**config.mk**
```make
export PLATFORM = sky130hd
export DESIGN_NAME = afs_fold
export DESIGN_NICKNAME = d
export VERILOG_FILES = /design/src/hw/rtl/afs_pkg.sv /design/src/hw/rtl/afs_fold.sv
export SDC_FILE = /design/constraint.sdc
export NUM_CORES = 1
export LEC_CHECK = 0
export BUFFER_PORTS_ARGS = -buffer_cell sky130_fd_sc_hd__buf_2
export CORE_ASPECT_RATIO = 0.6
export CORE_UTILIZATION = 35
export DETAILED_ROUTE_END_ITERATION = 8
export PLACE_DENSITY = 0.72
export RECOVER_POWER = 50
export SLEW_MARGIN = 20
export SYNTH_ARGS = -nofsm -noshare
export SYNTH_HDL_FRONTEND = slang
export SYNTH_SLANG_ARGS = --single-unit
```
**constraint.sdc**
```tcl
create_clock -name vclk -period 3
set_input_delay 0.3 -clock vclk [all_inputs]
set_output_delay 0.3 -clock vclk [all_outputs]
set_load 0.05 [all_outputs]
```
**src/hw/rtl/afs_pkg.sv**
```systemverilog
// Package: shared types, character codes and the Latin-1 fold table.
package afs_pkg;

  localparam int unsigned CU_W = 16;
  localparam int unsigned CH_W = 7;

  // ASCII codes used by the fold logic
  localparam logic [CH_W-1:0] CH_NONE       = 7'h00;
  localparam logic [CH_W-1:0] CH_UNDERSCORE = 7'h5F;
  localparam logic [CH_W-1:0] CH_LOWER_BIT  = 7'h20;

  // Fold entry: {first char, second char}, CH_NONE marks an absent char
  typedef logic [2*CH_W-1:0] fold_entry_t;

  localparam fold_entry_t F_NO = {CH_NONE, CH_NONE};
  localparam fold_entry_t F_A  = {7'h61, CH_NONE};
  localparam fold_entry_t F_AE = {7'h61, 7'h65};
  localparam fold_entry_t F_C  = {7'h63, CH_NONE};
  localparam fold_entry_t F_D  = {7'h64, CH_NONE};
  localparam fold_entry_t F_E  = {7'h65, CH_NONE};
  localparam fold_entry_t F_I  = {7'h69, CH_NONE};
  localparam fold_entry_t F_N  = {7'h6E, CH_NONE};
  localparam fold_entry_t F_O  = {7'h6F, CH_NONE};
  localparam fold_entry_t F_OE = {7'h6F, 7'h65};
  localparam fold_entry_t F_S  = {7'h73, CH_NONE};
  localparam fold_entry_t F_U  = {7'h75, CH_NONE};
  localparam fold_entry_t F_Y  = {7'h79, CH_NONE};
  localparam fold_entry_t F_Z  = {7'h7A, CH_NONE};

  // Folded form of units 0xC0..0xFF
  localparam fold_entry_t FOLD_LATIN1 [64] = '{
    F_A,  F_A,  F_A,  F_A,  F_A,  F_A,  F_AE, F_C,
    F_E,  F_E,  F_E,  F_E,  F_I,  F_I,  F_I,  F_I,
    F_D,  F_N,  F_O,  F_O,  F_O,  F_O,  F_O,  F_NO,
    F_O,  F_U,  F_U,  F_U,  F_U,  F_Y,  F_NO, F_S,
    F_A,  F_A,  F_A,  F_A,  F_A,  F_A,  F_AE, F_C,
    F_E,  F_E,  F_E,  F_E,  F_I,  F_I,  F_I,  F_I,
    F_O,  F_N,  F_O,  F_O,  F_O,  F_O,  F_O,  F_NO,
    F_O,  F_U,  F_U,  F_U,  F_U,  F_Y,  F_NO, F_Y
  };

  // Decoded characters for one input unit
  typedef struct packed {
    logic [1:0]      count;
    logic [CH_W-1:0] ch0;
    logic [CH_W-1:0] ch1;
    logic            last_us;
  } fold_t;

endpackage

```
**src/hw/rtl/afs_fold.sv**
```systemverilog
// Fold logic: maps one code unit to zero, one or two slug characters.
module afs_fold
  import afs_pkg::*;
(
  input  logic [CU_W-1:0] code_unit,
  input  logic            string_start,
  input  logic            last_us,
  output fold_t           fold
);

  logic        is_white;
  logic        is_us;
  logic        prev_us;
  fold_entry_t entry;

  // Classify whitespace
  always_comb begin
    is_white = 1'b0;
    if (code_unit >= 16'h0009 && code_unit <= 16'h000D) is_white = 1'b1;
    if (code_unit == 16'h0020 || code_unit == 16'h0085 ||
        code_unit == 16'h00A0 || code_unit == 16'h1680) is_white = 1'b1;
    if (code_unit[15:4] == 12'h200 && code_unit[3:0] <= 4'hA) is_white = 1'b1;
    if (code_unit == 16'h2028 || code_unit == 16'h2029 ||
        code_unit == 16'h202F) is_white = 1'b1;
    if (code_unit == 16'h205F || code_unit == 16'h3000) is_white = 1'b1;
  end

  assign is_us   = (code_unit == {9'd0, CH_UNDERSCORE});
  assign prev_us = last_us && !string_start;

  // Look up letter and digit folds
  always_comb begin
    entry = F_NO;
    case (code_unit)
      16'h0160, 16'h0161: entry = F_S;
      16'h0152, 16'h0153: entry = F_OE;
      16'h017D, 16'h017E: entry = F_Z;
      16'h0178, 16'h00A5: entry = F_Y;
      16'h00B5:           entry = F_U;
      default: begin
        if (code_unit[15:6] == 10'h003) begin
          entry = FOLD_LATIN1[code_unit[5:0]];
        end else if (code_unit >= 16'h0041 && code_unit <= 16'h005A) begin
          entry = {code_unit[CH_W-1:0] | CH_LOWER_BIT, CH_NONE};
        end else if ((code_unit >= 16'h0061 && code_unit <= 16'h007A) ||
                     (code_unit >= 16'h0030 && code_unit <= 16'h0039)) begin
          entry = {code_unit[CH_W-1:0], CH_NONE};
        end
      end
    endcase
  end

  // Build result: underscore collapse first, then letter fold
  always_comb begin
    fold.ch0     = entry[2*CH_W-1:CH_W];
    fold.ch1     = entry[CH_W-1:0];
    fold.last_us = prev_us;
    if (is_white || is_us) begin
      fold.ch0     = CH_UNDERSCORE;
      fold.ch1     = CH_NONE;
      fold.count   = prev_us ? 2'd0 : 2'd1;
      fold.last_us = 1'b1;
    end else if (entry[2*CH_W-1:CH_W] == CH_NONE) begin
      fold.count = 2'd0;
    end else begin
      fold.count   = (entry[CH_W-1:0] == CH_NONE) ? 2'd1 : 2'd2;
      fold.last_us = 1'b0;
    end
  end

endmodule

```
==> impl_metrics.csv, run 1 <==
group,metric,value,unit
cells_and_area,antenna_cells,0,
timing,finalCritPeriodShare,93.12,%
cells_and_area,clockBufferCount,0,
logic_synthesis,ys_seq_area_share,0,%
power,p_switching,74.86,µW
cells_and_area,final_nets,189,
min_path,min_path_cells,5,
timing,fin_tns_setup,0,ns
cells_and_area,final_common_cell,"buf_2",
timing,worst_slack,0.2065,ns
timing,relSlewSlack,48.85,%
place,io_buffers,32,
power,power_frac_seq,0,%
route,drt_pass1_iterations,5,
worst_setup_path,max_stage_delay,0.54,ns
global_routing,grt_pass1_vias,1001,
timing,rsz0062_at_grt,"false",
floorplan,dieArea,2944,µm²
timing,setup_viol_count_final,0,
route,drt_iter0_markers,113,
power,ir_drop,0.00008338,V
cells_and_area,drive_gt1_share,21.89,%
worst_setup_path,end_kind,"primary output",
job,maxCapViolations,0,
global_routing,grt_max_degree,23,
timing,hold_slack,1.051,ns
cells_and_area,seq_cells,0,
cells_and_area,syn_to_final_growth,13.39,%
worst_setup_path,start_kind,"input port",
route,wl,3234,µm
logic_synthesis,synth_area,953.4,µm²
floorplan,ios,35,
timing,period_needed,2.793,ns
global_routing,overflow,0,
worst_setup_path,path_cells,"buf_2 -> nor3_1 -> nand3_1 -> o2111a_1 -> a311oi_4 -> o221a_1 -> o21ai_1 -> buf_2",
cells_and_area,register_area,0,µm²
worst_setup_path,cp_common_cell,"buf_2",
timing,clock.fmax,358.0,MHz
logic_synthesis,synthCells,151,
route,drc,0,
logic_synthesis,yosysWarnings,0,
clock_tree,cts-hold-fix-buffers,0,
timing,finalHoldViolations,0,
route,wl_per_cell,16.09,µm
logic_synthesis,syn_avg_cell_area,6.314,µm²
route,vias,1336,
floorplan,core,2540,µm²
outcome,status,"complete, no violations",
route,post_drt_via_cell_ratio,6.647,
place,gp_congestion,0.9571,
power,p_sw_share,70.21,%
timing,tightest_slew,0.7673,ns
timing,drv_slew,0,
min_path,hold_path_class,"input port to primary output",
worst_setup_path,criticalPathCategory,"input port to primary output",
floorplan,row_count,14,
global_routing,antenna_found_initial,0,
power,clkPwrFrac,0,%
worst_setup_path,crit_arrival,2.49,ns
power,pwr-share-comb,100.0,%
worst_setup_path,worstPathMaxFanout,10,
worst_setup_path,cp_data_required_time,2.70,ns
place,dpl_worst_slack,0.04104,ns
cells_and_area,post-route-util,42.56,%
floorplan,dieHeight,42.43,µm
cells_and_area,n_fill_cell,295,
power,leakage,0.0004329,µW
logic_synthesis,synth_cell_type_count,56,
place,placed_area,1081,µm²
cells_and_area,fin_area,1081,µm²
route,ant_nets,0,
cells_and_area,layout_common_cells,"buf_2 (26), nand2_1 (14), nor2_1 (11)",
global_routing,track_usage,20.76,%
worst_setup_path,crit_start,"code_unit[7]",
place,hpwl,2452,µm
worst_setup_path,critPathSlowestCell,"nor3_1",
cells_and_area,multi_input_area,845.8,µm²
floorplan,fp.dieW,69.38,µm
power,p_int,31.75,µW
min_path,min_from,"string_start",
global_routing,grt_pass1_wl,5009,µm
power,p_per_area,98.62,nW/µm²
floorplan,initial_utilization,37.54,%
min_path,worstHoldEndpoint,"fold[0]",
## worst max-delay path by stage
stage | end | depth (start not counted) | slack [ns]
global placement | fold[8] | 8 | 0.10
detailed placement | fold[8] | 8 | 0.04
global route | fold[10] | 8 | 0.05
floorplan | fold[15] | 7 | 0.12
finish | fold[10] | 8 | 0.21
CTS | fold[8] | 8 | 0.04
## power groups by stage
stage / logic (µW) / registers [µW] / clock network, µW
5_1_grt: 115 / 0 / 0
2_1_floorplan: 73.5 / 0 / 0
4_1_cts: 102 / 0 / 0
6_report: 107 / 0 / 0
3_5_place_dp: 102 / 0 / 0
3_3_place_gp: 101 / 0 / 0
## critical path, delay by kind of cell
family	cells	cell delay (ns)
AO/OA/AOI/OAI	4	1.08
AND/OR/NAND/NOR	2	0.72
buffers and inverters	2	0.38
## synth_stat cells, types with 3 or more instances
cell,number,share of area (%)
nand3_1,9,4.7
nor3_1,4,2.1
clkbuf_1,10,3.9
nor4_1,4,2.6
nand2_1,14,5.5
o21ai_0,9,4.7
or3_1,4,2.6
inv_1,5,2.0
o2111ai_1,3,2.8
nor4b_1,3,2.8
o211ai_1,7,5.5
nand4_1,4,2.6
nor2_1,11,4.3
buf_4,6,4.7
a21oi_1,5,2.6
and2_1,4,2.6
## kinds of logic (layout without fill, tap and decap cells)
family	count (synthesis)	in the layout	share of synthesized area (%)
XOR/XNOR	2	2	1.838
AND/OR/NAND/NOR	73	73	44.09
other	1	3	0.3933
buffers and inverters	24	40	12.73
AO/OA/AOI/OAI	51	51	40.95
## stage by stage
step                      total power, µW  instances
after floorplan                     73.46        153
after global placement              101.2        201
after detailed placement            102.2        201
after CTS                           102.4        201
after global routing                115.4        201
final                               106.6        201
## layer usage
layer / track usage (%) / routed length [µm] / vias to the layer above
met5: 0 / 0 / -
met4: 1.224 / 40 / 0
met3: 7.452 / 566 / 8
met2: 24.08 / 1139 / 105
met1: 34.62 / 1487 / 605
li1: - / - / 618
## layout make-up
type,count,area share [%]
timing repair buffer,35,16.32
inverter,5,1.736
multi-input combinational,129,78.24
tap,32,3.704
## what timing repair did
item	4_1_cts	5_1_grt
buffers inserted	0	0
gates resized for setup	0	1
setup endpoints to repair	0	3
No activity file was read; power rests on OpenSTA's default activity.
==> inputs of run 2 (changes only) <==
--- a/config.mk
+++ b/config.mk
@@ -6,7 +6,7 @@
 export NUM_CORES = 1
 export LEC_CHECK = 0
 export BUFFER_PORTS_ARGS = -buffer_cell sky130_fd_sc_hd__buf_2
-export CORE_ASPECT_RATIO = 0.6
+export CORE_ASPECT_RATIO = 1.1
 export CORE_UTILIZATION = 35
 export DETAILED_ROUTE_END_ITERATION = 8
 export PLACE_DENSITY = 0.72
==> constraint.sdc (replaced) <==
create_clock -name vclk -period 2.8
set_input_delay 0.28 -clock vclk [all_inputs]
set_output_delay 0.28 -clock vclk [all_outputs]
set_load 0.05 [all_outputs]
==> impl_metrics.csv, run 2 (synthesis gave the netlist of run 1 again) <==
group,metric,value,unit
cells_and_area,drive_gt1_share,27.43,%
route,post_drt_via_cell_ratio,6.087,
timing,clock.fmax,373.2,MHz
timing,tightest_slew,0.6739,ns
worst_setup_path,crit_arrival,2.40,ns
worst_setup_path,critPathSlowestCell,"or4_4",
floorplan,dieHeight,56.74,µm
timing,fin_tns_setup,0,ns
floorplan,fp.dieW,51.77,µm
timing,period_needed,2.679,ns
timing,drv_slew,0,
power,clkPwrFrac,0,%
power,leakage,0.0004747,µW
global_routing,overflow,0,
clock_tree,cts-hold-fix-buffers,0,
place,io_buffers,32,
floorplan,ios,35,
worst_setup_path,worstPathMaxFanout,8,
power,power_frac_seq,0,%
worst_setup_path,cp_common_cell,"buf_2",
outcome,status,"complete, no violations",
job,maxCapViolations,0,
place,gp_congestion,0.9096,
min_path,min_from,"string_start",
worst_setup_path,cp_data_required_time,2.52,ns
power,finalPower,114.3,µW
place,hpwl,2192,µm
timing,setup_viol_count_final,0,
timing,rsz0062_at_grt,"false",
global_routing,grt_pass1_wl,4609,µm
worst_setup_path,end_kind,"primary output",
power,ir_drop,0.00008580,V
worst_setup_path,path_cells,"buf_2 -> or4_4 -> nand2b_4 -> o2111a_1 -> a311oi_4 -> o31a_1 -> o211ai_1 -> buf_2",
cells_and_area,n_fill_cell,299,
power,p_sw_share,66.38,%
cells_and_area,final_common_cell,"buf_2",
route,wl,2838,µm
timing,finalCritPeriodShare,95.69,%
cells_and_area,layout_common_cells,"buf_2 (26), nand2_1 (14), nor2_1 (11)",
global_routing,grt_pass1_vias,1043,
cells_and_area,syn_to_final_growth,19.68,%
route,drt_iter0_markers,64,
power,p_int,38.42,µW
route,vias,1254,
min_path,hold_path_class,"input port to primary output",
cells_and_area,post-route-util,44.86,%
timing,worst_slack,0.1207,ns
floorplan,core,2544,µm²
floorplan,dieArea,2937,µm²
global_routing,track_usage,19.36,%
power,p_per_area,100.1,nW/µm²
cells_and_area,clockBufferCount,0,
place,dpl_worst_slack,0.08508,ns
worst_setup_path,max_stage_delay,0.53,ns
timing,finalHoldViolations,0,
cells_and_area,final_nets,195,
global_routing,grt_max_degree,23,
power,p_switching,75.85,µW
power,pwr-share-comb,100.0,%
floorplan,row_count,19,
worst_setup_path,start_kind,"input port",
cells_and_area,seq_cells,0,
cells_and_area,register_area,0,µm²
floorplan,initial_utilization,37.48,%
route,wl_per_cell,13.78,µm
global_routing,antenna_found_initial,0,
worst_setup_path,crit_start,"code_unit[2]",
route,drt_pass1_iterations,4,
cells_and_area,antenna_cells,0,
timing,relSlewSlack,55.07,%
worst_setup_path,criticalPathCategory,"input port to primary output",
route,drc,0,
route,ant_nets,0,
==> run 2: cell types whose count changed in the layout (fill, tap and decap cells not counted), sizes merged <==
cell | before | now
buf | 29 | 35
==> run 2: timing repair <==
action                     4_1_cts  5_1_grt
buffers inserted                 0        0
setup endpoints to repair        0        2
resized for setup                0        2
==> run 2: layout make-up <==
type                            count  area [µm²]  share of cell area (%)
Inverter                            5       18.77                   1.645
Tap cell                           31       38.79                   3.399
Timing Repair Buffer               41       225.2                   19.74
Multi-Input combinational cell    129       858.3                   75.22
==> run 2: worst max-delay path, delay by kind of cell <==
family,cells,cell delay (ns)
and+or+nand+nor,2,0.68
AOI/OAI and AO/OA,4,1.07
buffers and inverters,2,0.35
==> run 2: path summary, 6_finish.rpt <==
| check | endpoint | slack [ns] | cells after the start |
|---|---|---|---|
| worst max-delay path | fold[12] | 0.12 | 8 |
| worst min-delay path | fold[0] | 1.02 | 5 |
==> run 2: power by group through the flow <==
stage / clock network, µW / logic [µW] / registers [µW]
2_1_floorplan: 0 / 78.9 / 0
3_3_place_gp: 0 / 112 / 0
3_5_place_dp: 0 / 112 / 0
4_1_cts: 0 / 112 / 0
5_1_grt: 0 / 125 / 0
6_report: 0 / 114 / 0
==> run 2: through the flow <==
stage          std cells  hold slack (ns)  area (µm²)
4_1_cts              206            1.019        1131
3_3_place_gp         206            1.018        1131
5_1_grt              206            1.040        1141
2_1_floorplan        153           0.9231       967.2
3_5_place_dp         206            1.019        1131
6_report             206            1.017        1141
==> run 2: per-layer routing <==
metal | global-route usage (%) | wire length, µm | up-vias
met1 | 30.13 | 1377 | 569
met3 | 0 | 176 | 0
met4 | 0.7722 | 0 | 0
met2 | 30.80 | 1283 | 56
met5 | 0 | 0 | -
li1 | - | - | 629
==> inputs of run 3 (changes only) <==
--- a/config.mk
+++ b/config.mk
@@ -5,6 +5,7 @@
 export SDC_FILE = /design/constraint.sdc
 export NUM_CORES = 1
 export LEC_CHECK = 0
+export ABC_AREA = 0
 export BUFFER_PORTS_ARGS = -buffer_cell sky130_fd_sc_hd__buf_2
 export CORE_ASPECT_RATIO = 1.1
 export CORE_UTILIZATION = 35
==> constraint.sdc (replaced) <==
create_clock -name vclk -period 2.8
set_input_delay 0.28 -clock vclk [all_inputs]
set_output_delay 0.28 -clock vclk [all_outputs]
set_load 0.005 [all_outputs]
==> impl_metrics.csv, run 3 (synthesis gave the netlist of run 1 again) <==
group,metric,value,unit
route,drt_pass1_iterations,4,
timing,finalHoldViolations,0,
timing,relSlewSlack,54.72,%
floorplan,fp.dieW,51.77,µm
clock_tree,cts_setup_buffers,0,
floorplan,dieHeight,56.74,µm
power,p_per_area,89.57,nW/µm²
route,vias,1252,
place,hpwl,2147,µm
place,gp_congestion,1.001,
cells_and_area,clockBufferCount,0,
worst_setup_path,crit_arrival,2.37,ns
worst_setup_path,end_kind,"primary output",
route,ant_nets,0,
job,maxCapViolations,0,
floorplan,initial_utilization,37.48,%
timing,drv_slew,0,
place,io_buffers,32,
worst_setup_path,cp_data_required_time,2.52,ns
outcome,status,"complete, no violations",
route,post_drt_via_cell_ratio,6.229,
timing,clock.fmax,377.1,MHz
cells_and_area,syn_to_final_growth,14.44,%
global_routing,antenna_found_initial,0,
floorplan,dieArea,2937,µm²
timing,finalCritPeriodShare,94.71,%
power,finalPower,97.73,µW
power,ir_drop,0.00005834,V
global_routing,grt_max_degree,23,
worst_setup_path,worstPathMaxFanout,16,
route,drt_iter0_markers,58,
cells_and_area,drive_gt1_share,24.12,%
timing,rsz0062_at_grt,"false",
route,wl,2798,µm
route,wl_per_cell,13.92,µm
floorplan,ios,35,
timing,fin_tns_setup,0,ns
worst_setup_path,criticalPathCategory,"input port to primary output",
cells_and_area,n_fill_cell,285,
global_routing,track_usage,18.71,%
timing,setup_viol_count_final,0,
route,drc,0,
worst_setup_path,start_kind,"input port",
floorplan,row_count,19,
global_routing,overflow,0,
global_routing,grt_pass1_wl,4464,µm
cells_and_area,fin_area,1091,µm²
cells_and_area,layout_common_cells,"buf_2 (29), nand2_1 (14), nor2_1 (11)",
place,placed_area,1087,µm²
cells_and_area,antenna_cells,0,
timing,period_needed,2.652,ns
cells_and_area,seq_cells,0,
global_routing,grt_pass1_vias,1047,
cells_and_area,final_common_cell,"buf_2",
cells_and_area,final_nets,190,
power,leakage,0.0004528,µW
min_path,hold_path_class,"input port to primary output",
timing,tightest_slew,0.6792,ns
floorplan,core,2544,µm²
cells_and_area,register_area,0,µm²
==> run 3: cell count changes in the layout (fill, tap and decap cells not counted), sizes merged <==
cell	change
clkbuf	-3
buf	-2
==> run 3: timing repair <==
| action | in CTS | in global routing |
|---|---|---|
| setup endpoints to repair | 0 | 1 |
| resized for setup | 0 | 1 |
| hold buffers | 0 | 0 |
==> run 3: stage by stage <==
stage	hold WS (ns)	worst slack [ns]	cells	utilization, %
after global routing	0.9577	0.06067	201	42.89
final	0.9031	0.1481	201	42.89
after detailed placement	0.9040	0.1776	201	42.74
after global placement	0.9042	0.1966	201	42.74
after floorplan	0.7213	0.4975	153	-
after CTS	0.9060	0.1932	201	42.74
==> run 3: path summary, 6_finish.rpt <==
check	start	endpoint	slack [ns]	cells after the start
setup / recovery	code_unit[1]	fold[12]	0.15	8
hold / removal	string_start	fold[15]	0.90	4
==> run 3: area by class of cell <==
cell class / instances / area, µm² / area share [%]
multi-input combinational: 129 / 845.8 / 77.52
timing repair buffer: 36 / 187.7 / 17.20
tap: 31 / 38.79 / 3.555
inverter: 5 / 18.77 / 1.720
==> run 3: layer usage <==
metal / GRT usage (%) / wire, µm / vias up
met5: 0 / 0 / -
met4: 3.089 / 34 / 0
met3: 0 / 167 / 4
met2: 32.28 / 1320 / 52
met1: 25.96 / 1276 / 576
li1: - / - / 620
==> run 3: critical path, stage by stage <==
cell and delay [ns]:
clkbuf_2 0.20, or4_4 0.52, nand2b_4 0.15, o2111a_1 0.27
a311oi_4 0.48, o31a_1 0.22, o211ai_1 0.10, buf_2 0.15
==> run 3: report_power, final <==
part | switching [µW] | internal [µW] | leakage, µW
clock | 0 | 0 | 0
sequential | 0 | 0 | 0
combinational | 63.1 | 34.6 | 0.000453
total | 63.1 | 34.6 | 0.000453
